$ cat config.mk
export PLATFORM = sky130hd
export DESIGN_NAME = one_wire_slave_slot_engine
export DESIGN_NICKNAME = d
export VERILOG_FILES = /design/src/owsse_pkg.sv /design/src/owsse_in_stage.sv /design/src/owsse_slot_logic.sv /design/src/owsse_out_stage.sv /design/src/one_wire_slave_slot_engine.sv
export VERILOG_INCLUDE_DIRS = /design/src /design/src/src
export SDC_FILE = /design/constraint.sdc
export NUM_CORES = 1
export LEC_CHECK = 0
export BUFFER_PORTS_ARGS = -buffer_cell sky130_fd_sc_hd__buf_2
export CAP_MARGIN = 10
export CELL_PAD_IN_SITES_DETAIL_PLACEMENT = 1
export CELL_PAD_IN_SITES_GLOBAL_PLACEMENT = 2
export CORE_MARGIN = 2
export CORE_UTILIZATION = 35
export DETAILED_ROUTE_END_ITERATION = 16
export HOLD_SLACK_MARGIN = 0.05
export PLACE_DENSITY_LB_ADDON = 0.1
export SLEW_MARGIN = 20
export SYNTH_ARGS = -nofsm -noshare
export SYNTH_HDL_FRONTEND = slang
export SYNTH_HIERARCHICAL = 1
export SYNTH_SLANG_ARGS = --single-unit
export TNS_END_PERCENT = 100
$ cat constraint.sdc
create_clock -name clk -period 5.8 [get_ports clk]
set_input_delay 0.58 -clock clk [delete_from_list [all_inputs] [get_ports clk]]
set_output_delay 0.58 -clock clk [all_outputs]
set_load 0.01 [all_outputs]
$ cat src/one_wire_slave_slot_engine_macros.svh
// Assertion macros shared by the checking code of the slot engine.
// In synthesis the macros expand to nothing.
`ifndef ONE_WIRE_SLAVE_SLOT_ENGINE_MACROS_SVH
`define ONE_WIRE_SLAVE_SLOT_ENGINE_MACROS_SVH

`ifndef SYNTHESIS
// Same-cycle implication, checked at every rising edge outside reset.
`define OWSSE_ASSERT_NOW(label, clk, rst, ante, cons) \
  label: assert property (@(posedge clk) disable iff (rst) (ante) |-> (cons)) \
    else $error("slot engine check failed");
// Next-cycle implication, checked at every rising edge outside reset.
`define OWSSE_ASSERT_NEXT(label, clk, rst, ante, cons) \
  label: assert property (@(posedge clk) disable iff (rst) (ante) |=> (cons)) \
    else $error("slot engine check failed");
`else
`define OWSSE_ASSERT_NOW(label, clk, rst, ante, cons)
`define OWSSE_ASSERT_NEXT(label, clk, rst, ante, cons)
`endif

`endif

$ cat src/owsse_pkg.sv
package owsse_pkg;

  // Event codes carried in the op field.
  localparam logic [1:0] OP_SLOT  = 2'd0;
  localparam logic [1:0] OP_RESET = 2'd1;
  localparam logic [1:0] OP_LOAD  = 2'd2;

  // Function command bytes.
  localparam logic [7:0] CMD_READ_ROM = 8'h33;
  localparam logic [7:0] CMD_CONVERT  = 8'h44;
  localparam logic [7:0] CMD_READ_PAD = 8'hBE;

  // The ROM code is eight bytes long.
  localparam int ROM_BYTES = 8;

  // Default scratchpad size.
  localparam int SCRATCH_BYTES_DEFAULT = 9;

  // One input transaction.
  typedef struct packed {
    logic [1:0] op;
    logic       line_bit;
    logic [3:0] pad_index;
    logic [7:0] pad_value;
  } owsse_in_t;

  // One result transaction.
  typedef struct packed {
    logic drive_zero;
    logic presence_pulse;
    logic start_conversion;
    logic answering;
  } owsse_out_t;

endpackage

$ cat src/owsse_in_stage.sv
module owsse_in_stage (
  input  logic                 clk,
  input  logic                 rst,
  input  logic                 in_valid,
  output logic                 in_stall,
  input  owsse_pkg::owsse_in_t in_data,
  input  logic                 advance,
  output logic                 held,
  output owsse_pkg::owsse_in_t item
);

  logic accept;

  // The register only refuses a transaction when it is full and cannot move on.
  assign in_stall = held && !advance;
  assign accept   = in_valid && !in_stall;

  // Occupancy flag of the input register.
  always_ff @(posedge clk) begin
    if (rst) begin
      held <= 1'b0;
    end else if (accept) begin
      held <= 1'b1;
    end else if (advance) begin
      held <= 1'b0;
    end
  end

  // Payload capture.
  always_ff @(posedge clk) begin
    if (accept) begin
      item <= in_data;
    end
  end

endmodule

$ cat src/owsse_slot_logic.sv
module owsse_slot_logic #(
  parameter int SCRATCH_BYTES = owsse_pkg::SCRATCH_BYTES_DEFAULT
) (
  input  logic                  clk,
  input  logic                  rst,
  input  logic                  cfg_we,
  input  logic [63:0]           cfg_data,
  input  logic                  advance,
  input  owsse_pkg::owsse_in_t  item,
  output owsse_pkg::owsse_out_t result
);

  localparam int BUF_BYTES = (owsse_pkg::ROM_BYTES > SCRATCH_BYTES) ?
                             owsse_pkg::ROM_BYTES : SCRATCH_BYTES;
  localparam int BUF_AW    = $clog2(BUF_BYTES);

  logic [63:0] rom_code;
  logic        answer_mode;
  logic [2:0]  bit_count;
  logic [3:0]  byte_index;
  logic [3:0]  answer_length;
  logic [7:0]  shift_byte;
  logic [7:0]  answer_buffer [BUF_BYTES];
  logic [7:0]  scratchpad [SCRATCH_BYTES];

  logic        answer_mode_next;
  logic [2:0]  bit_count_next;
  logic [3:0]  byte_index_next;
  logic [3:0]  answer_length_next;
  logic [7:0]  shift_byte_next;
  logic        load_rom;
  logic        load_pad;
  logic        byte_done;
  logic [3:0]  byte_step;
  logic [7:0]  shifted_in;

  assign byte_done  = (bit_count == 3'd7);
  assign byte_step  = byte_index + 4'd1;
  assign shifted_in = {item.line_bit, shift_byte[7:1]};

  // Next state and result for the item held in the input register.
  always_comb begin
    answer_mode_next   = answer_mode;
    bit_count_next     = bit_count;
    byte_index_next    = byte_index;
    answer_length_next = answer_length;
    shift_byte_next    = shift_byte;
    load_rom           = 1'b0;
    load_pad           = 1'b0;
    result             = '0;
    case (item.op)
      owsse_pkg::OP_SLOT: begin
        bit_count_next = bit_count + 3'd1;
        if (answer_mode) begin
          // Send the low bit; a zero is answered by holding the line low.
          result.drive_zero = !shift_byte[0];
          shift_byte_next   = {1'b0, shift_byte[7:1]};
          if (byte_done) begin
            byte_index_next = byte_step;
            if (byte_step >= answer_length) begin
              answer_mode_next = 1'b0;
            end else begin
              shift_byte_next = answer_buffer[byte_step[BUF_AW-1:0]];
            end
          end
        end else begin
          // Receive a command bit, LSB first, and decode a complete byte.
          shift_byte_next = shifted_in;
          if (byte_done) begin
            case (shifted_in)
              owsse_pkg::CMD_READ_ROM: begin
                load_rom           = 1'b1;
                answer_length_next = 4'(owsse_pkg::ROM_BYTES);
                byte_index_next    = '0;
                shift_byte_next    = rom_code[7:0];
                answer_mode_next   = 1'b1;
              end
              owsse_pkg::CMD_CONVERT: begin
                result.start_conversion = 1'b1;
              end
              owsse_pkg::CMD_READ_PAD: begin
                load_pad           = 1'b1;
                answer_length_next = 4'(SCRATCH_BYTES);
                byte_index_next    = '0;
                shift_byte_next    = scratchpad[0];
                answer_mode_next   = 1'b1;
              end
              default: begin
              end
            endcase
          end
        end
      end
      owsse_pkg::OP_RESET: begin
        result.presence_pulse = 1'b1;
        answer_mode_next      = 1'b0;
        bit_count_next        = '0;
      end
      default: begin
      end
    endcase
    result.answering = answer_mode_next;
  end

  // ROM code register; the user must write it only while idle (not enforced here).
  always_ff @(posedge clk) begin
    if (rst) begin
      rom_code <= '0;
    end else if (cfg_we) begin
      rom_code <= cfg_data;
    end
  end

  // Control and shift state.
  always_ff @(posedge clk) begin
    if (rst) begin
      answer_mode   <= 1'b0;
      bit_count     <= '0;
      byte_index    <= '0;
      answer_length <= '0;
      shift_byte    <= '0;
    end else if (advance) begin
      answer_mode   <= answer_mode_next;
      bit_count     <= bit_count_next;
      byte_index    <= byte_index_next;
      answer_length <= answer_length_next;
      shift_byte    <= shift_byte_next;
    end
  end

  // Scratchpad bytes, each with its own write decode.
  for (genvar p = 0; p < SCRATCH_BYTES; p++) begin : g_pad
    always_ff @(posedge clk) begin
      if (rst) begin
        scratchpad[p] <= '0;
      end else if (advance && item.op == owsse_pkg::OP_LOAD &&
                   item.pad_index == 4'(p)) begin
        scratchpad[p] <= item.pad_value;
      end
    end
  end

  // Answer buffer: the whole snapshot is taken in the decoding cycle.
  for (genvar b = 0; b < BUF_BYTES; b++) begin : g_buf
    always_ff @(posedge clk) begin
      if (advance) begin
        if (load_rom && b < owsse_pkg::ROM_BYTES) begin
          answer_buffer[b] <= rom_code[8*(b % owsse_pkg::ROM_BYTES) +: 8];
        end else if (load_pad && b < SCRATCH_BYTES) begin
          answer_buffer[b] <= scratchpad[b % SCRATCH_BYTES];
        end
      end
    end
  end

endmodule

$ cat src/owsse_out_stage.sv
module owsse_out_stage (
  input  logic                  clk,
  input  logic                  rst,
  input  logic                  held,
  input  owsse_pkg::owsse_out_t result,
  output logic                  advance,
  output logic                  out_valid,
  input  logic                  out_stall,
  output owsse_pkg::owsse_out_t out_data
);

  // An item moves on when the result register is empty or being emptied.
  assign advance = held && (!out_valid || !out_stall);

  // Occupancy flag of the result register.
  always_ff @(posedge clk) begin
    if (rst) begin
      out_valid <= 1'b0;
    end else if (advance) begin
      out_valid <= 1'b1;
    end else if (!out_stall) begin
      out_valid <= 1'b0;
    end
  end

  // Result capture.
  always_ff @(posedge clk) begin
    if (advance) begin
      out_data <= result;
    end
  end

endmodule

$ cat src/one_wire_slave_slot_engine.sv
// Slot-level 1-Wire slave. Each input transaction is a data time slot, a reset
// pulse or a scratchpad byte load, and each gives exactly one result
// transaction. The block takes one transaction per clock cycle unless the input
// side stalls; an accepted transaction waits in the input register, and the
// state update writes its result into the result register. Back-pressure on
// the result side reaches the input side only once both registers are full.
// The ROM code register and the scratchpad clear to zero at reset, so the
// block is ready once reset ends; write the ROM code only while idle.
`include "one_wire_slave_slot_engine_macros.svh"

module one_wire_slave_slot_engine #(
  parameter int SCRATCH_BYTES = owsse_pkg::SCRATCH_BYTES_DEFAULT
) (
  input  logic                  clk,
  input  logic                  rst,
  input  logic                  cfg_we,
  input  logic [63:0]           cfg_data,
  input  logic                  in_valid,
  output logic                  in_stall,
  input  owsse_pkg::owsse_in_t  in_data,
  output logic                  out_valid,
  input  logic                  out_stall,
  output owsse_pkg::owsse_out_t out_data
);

  logic                  held;
  logic                  advance;
  owsse_pkg::owsse_in_t  item;
  owsse_pkg::owsse_out_t result;

  // Input register.
  owsse_in_stage u_in (
    .clk      (clk),
    .rst      (rst),
    .in_valid (in_valid),
    .in_stall (in_stall),
    .in_data  (in_data),
    .advance  (advance),
    .held     (held),
    .item     (item)
  );

  // State update and result decode.
  owsse_slot_logic #(
    .SCRATCH_BYTES (SCRATCH_BYTES)
  ) u_logic (
    .clk      (clk),
    .rst      (rst),
    .cfg_we   (cfg_we),
    .cfg_data (cfg_data),
    .advance  (advance),
    .item     (item),
    .result   (result)
  );

  // Result register.
  owsse_out_stage u_out (
    .clk       (clk),
    .rst       (rst),
    .held      (held),
    .result    (result),
    .advance   (advance),
    .out_valid (out_valid),
    .out_stall (out_stall),
    .out_data  (out_data)
  );

  // The input side stalls only when both registers are occupied.
  `OWSSE_ASSERT_NOW(a_stall_full, clk, rst, in_stall, held && out_valid && out_stall)
  // A reset pulse gives a presence result in command mode.
  `OWSSE_ASSERT_NEXT(a_reset_presence, clk, rst, advance && item.op == owsse_pkg::OP_RESET, out_valid && out_data.presence_pulse && !out_data.answering)
  // A convert strobe is only decoded in command mode and leaves it unchanged.
  `OWSSE_ASSERT_NOW(a_convert_cmd, clk, rst, out_valid && out_data.start_conversion, !out_data.answering && !out_data.drive_zero)
  // Presence never coincides with an answered bit.
  `OWSSE_ASSERT_NOW(a_presence_alone, clk, rst, out_valid && out_data.presence_pulse, !out_data.drive_zero && !out_data.start_conversion)

endmodule

# [Yosys cells after proc, flatten, opt, wreduce, memory -nomap -nowiden]
# Memories as Yosys holds them, arrays and structs flattened.
# Cells that the tools add are included.
[classes] bitwise=20 n_reduce_logical=32 eq_ne=15 addsub=2 n_lt_le_gt_ge=1 muxes=86 mul=0 n_shift=0 n_div=0
[ops] op="8-bit 2-to-1 mux" n=21
[ops] op="1-bit 2-to-1 mux" n=57
[ops] op="1-bit OR" n=17
[ops] op="4-bit by 3-bit == test with 1-bit output (second input constant)" n=4
[ops] op="4-bit 2-to-1 mux" n=4
[ops] op="8-bit case mux with 2 select lines" n=1
[ops] op="1-bit logical AND" n=13
[ops] op="4-bit by 2-bit == test with 1-bit output (second input constant)" n=2
[ops] op="8-bit by 6-bit == test with 1-bit output (second input constant)" n=1
[ops] op="8-bit by 7-bit == test with 1-bit output (second input constant)" n=1
[ops] op="8-bit == test (second input constant)" n=1
[ops] op="4-bit case mux with 2 select lines" n=1
[ops] op="2-bit nonzero test" n=4
[ops] op="3-bit case mux with 2 select lines" n=1
[ops] op="2-bit AND reduction" n=3
[ops] op="1-bit zero test" n=5
[ops] op="5-bit AND reduction" n=1
[ops] op="4-bit by 1-bit adder with 4-bit output (second input constant)" n=1
[ops] op="4-bit by 1-bit == test with 1-bit output (second input constant)" n=1
[ops] op="4-bit == test (second input constant)" n=1
[ops] op="4-bit >= comparator" n=1
[ops] op="4-bit zero test" n=1
[ops] op="4-bit AND reduction" n=1
[ops] op="3-bit by 1-bit adder with 3-bit output (second input constant)" n=1
[ops] op="other kinds (10)" n=12
[totals] latch_bits=0 mem_bits_ro=0 input_bits=84 ramBits=144 register_bits=105 out_inout_bits=6 memories=2
[mem_list] name="u_logic.answer_buffer" depth=9 word_bits=8 read_ports=1 rd_clocked_by_memory_dff=0 wr=9 line_no="owsse_slot_logic.sv:23" rtl="logic [7:0] answer_buffer [BUF_BYTES];"
[mem_list] name="u_logic.scratchpad" depth=9 word_bits=8 read_ports=9 rd_clocked_by_memory_dff=0 wr=9 line_no="owsse_slot_logic.sv:24" rtl="logic [7:0] scratchpad [SCRATCH_BYTES];"

# [Longest topological paths before layout]
[depth] word_depth=10 ltp_mapped=12 depth_no_buf=9

# [By module]
# Netlist, hierarchy kept.
[by_module_without_submodules] mod="owsse_slot_logic" cells_each=760 n_inst=1 area_each_um2=9964.6 seq_area_each_um2=5965.7
[by_module_without_submodules] mod="owsse_in_stage" cells_each=19 n_inst=1 area_each_um2=500.5 seq_area_each_um2=470.5
[by_module_without_submodules] mod="owsse_out_stage" cells_each=8 n_inst=1 area_each_um2=156.4 seq_area_each_um2=140.1

# [Least setup slack after synthesis]
# Ideal clock, no wire load.
[synth_path] path_kind="input port to flip-flop" start="in out_stall" end="mem u_logic.answer_buffer[0][0] (enable)" cell_stages=5 setup_ns=0.418 arrival_ns=3.388 setup_slack_ns=1.994 required_ns=5.382 n_path_buf=0 cell_sequence="a21boi_1 -> nor3b_4 -> nand3_2 -> or2_2 -> inv_1"
[synth_rtl] item="from (decl)" line_no="one_wire_slave_slot_engine.sv:22" rtl="input logic out_stall,"
[synth_rtl] item="to (decl)" line_no="owsse_slot_logic.sv:23"

==> metrics <==
WL per Instance 21.26 um; final hold viol count 0; Crit Path Class flip-flop to flip-flop; post-route setup TNS 0 ps; Core ar. 29800 um^2; #FFs+latches synth 247; skew final 16.89 ps; worst hold slack 211.1 ps; post-CTS setup buffer count 0; final period utilization 60.83%; IO Port Bufs 89; maxcap violations 0; CTS max path bufs 3; CP required 6080 ps; clock latency on the worst-skew pair 540 ps; Starting DRT DRC Count 290; syn avg cell area 13.50 um^2; Final GP Congestion 0.7533; commonest non-fill, non-tap cell in the layout edfxtp_1; most frequent cells in the layout 163 x edfxtp_1, 99 x nor2_1, 88 x buf_2; register area share after synthesis 61.92%; Post-Place Cells 1236; Layout fillers 3144; Min Clock Period, post-route 3528 ps; P_leak 4.700 nW; startpoint types flip-flop; final std cells w/o fill 1289; starting density of the core 35.65%; largest net degree at the start of global routing 67; CTS tree yes; RSZ-0062 raised after global routing false; Yosys warnings 6; P&R area growth vs syn 15.80%; cell count after synthesis 787; Pins Over Slew Limit 0; Cell variety after synth 71; drt pass-1 iters 4; count of final setup violators 0; # rows 63; Overall Global Routing Usage 17.50%; Slew @ Worst Pin 958.5 ps; final worst setup slack 2272 ps; Vias 6470; post-CTS sizing 0; status complete, no violations; # IOs 90; global-route wire length before repair 41560 um; dominant synthesized flop cell edfxtp_1; maximum vdd drop 0.1887 mV; DRT antenna net count 0; Crit. End Element flip-flop; Mapped Area 10620 um^2; initial antenna violation count 2; Pwr Density 315.8 nW/um^2; pre-CTS setup slack 1877 ps; fraction of layout cells with a size suffix above 1 21.83%; Via density 5.019; GRT Residual Overflow 0; worst hold path class input pin to flip-flop; Die Wd 178.2 um; Synth Net Count 876; Pwr Total 3.884 mW; Nets 965; Detail Placement HPWL 18920 um; fmax 283.4 MHz; wirelength, routed 27410 um; fraction of registers with async set/reset 0%; number of enable flip-flop cells after synthesis 163; CTS buffer count 28; crit path max fanout 33; height of the die 178.2 um; clock slew at reported path FFs 60 ps; Slew headroom 35.61%; Root Driver clkbuf_16; post-route DRC violation count 0; Arrival @ worst endpoint 3810 ps; vias in the first global route 6908; CTS sink count 247; htree depth 1; die area 31760 um^2; Post-CTS Hold Fix Bufs 0
==> power by group <==
group	leakage (nW)	internal [mW]	switching [mW]	total, mW
Clock	0.444	1.03	0.702	1.73
Combinational	1.98	0.0790	0.0891	0.168
Sequential	2.28	1.93	0.0525	1.98
Total	4.70	3.04	0.844	3.88
==> kinds of logic (layout without fill, tap and decap cells) <==
kind of cell    Yosys count  after routing  synth area share, %
other cells               0              1                    0
xor+xnor                  3              3               0.2474
mux                     149            149                15.50
compound gates           92             92                6.526
simple gates            239            239                12.33
fa+ha+maj                 5              5               0.5890
buf+inv                  52            163                2.886
flops                   247            247                61.92
==> cells in the mapped netlist, types with 8 or more instances <==
master,count,share of area [%]
o21ai_0,12,0.57
mux2_2,24,2.5
a21oi_1,12,0.57
nor2b_1,8,0.47
nor2_1,99,3.5
dfxtp_1,84,16
mux2_1,40,4.2
a22oi_1,12,0.85
and2_1,74,4.4
buf_2,13,0.61
edfxtp_1,163,46
mux2i_1,79,7.4
clkbuf_1,14,0.49
nand2_1,14,0.49
==> per-stage QoR <==
step,area (um^2),util [%]
global route,12300,41.27
global placement,11390,38.24
detailed placement,11390,38.24
CTS,12300,41.27
finish,12300,41.28
floorplan,10620,-
==> area by class of cell <==
class	count	area, um^2	share of cell area, %
antenna	1	2.502	0.02035
clock buffer	40	787.0	6.399
clock inverter	12	115.1	0.9359
inverter	7	26.28	0.2136
multi-input combinational	488	3744	30.44
sequential	247	6576	53.47
tap	390	488.0	3.967
timing repair buffer	104	560.5	4.557
==> critical path, cell delays in order, from the launching register on <==
cell and delay [ps]:
dfxtp_1 340, a21boi_1 160, buf_4 220, nor3b_4 600, nand3_2 200, nor2_4 760
buf_4 550, mux2_2 390
==> final timing paths <==
path,slack [ps],depth (start not counted),from,endpoint
setup / recovery,2270,7,u_in/held$_SDFFE_PP0P_,u_logic/answer_buffer[7][6]$_DFFE_PP_
hold / removal,210,1,in_data[12],u_in/item[12]$_DFFE_PP_
setup reg to reg,2270,7,u_in/held$_SDFFE_PP0P_,u_logic/answer_buffer[7][6]$_DFFE_PP_
hold reg to reg,430,0,u_logic/scratchpad[8][3]$_SDFFCE_PN0P_,u_logic/answer_buffer[8][3]$_DFFE_PP_
==> metal layers <==
layer / up-vias / global-route usage, % / wire, um
li1: 3095 / - / -
met1: 3217 / 23.25 / 12310
met2: 119 / 30.18 / 13270
met3: 39 / 2.430 / 1234
met4: 0 / 4.336 / 590
met5: - / 0 / 0
==> registers in the layout, indices dropped and copies added (netlist names), 2 cells and up <==
| signal | count |
|---|---|
| u_logic/answer_buffer | 72 |
| u_logic/scratchpad | 72 |
| u_logic/rom_code | 64 |
| u_in/item | 15 |
| u_logic/shift_byte | 8 |
| u_logic/byte_index | 4 |
| u_out/out_data | 4 |
| u_logic/bit_count | 3 |
| u_logic/answer_length | 2 |
Note: power is estimated with default switching activity, not from simulation.
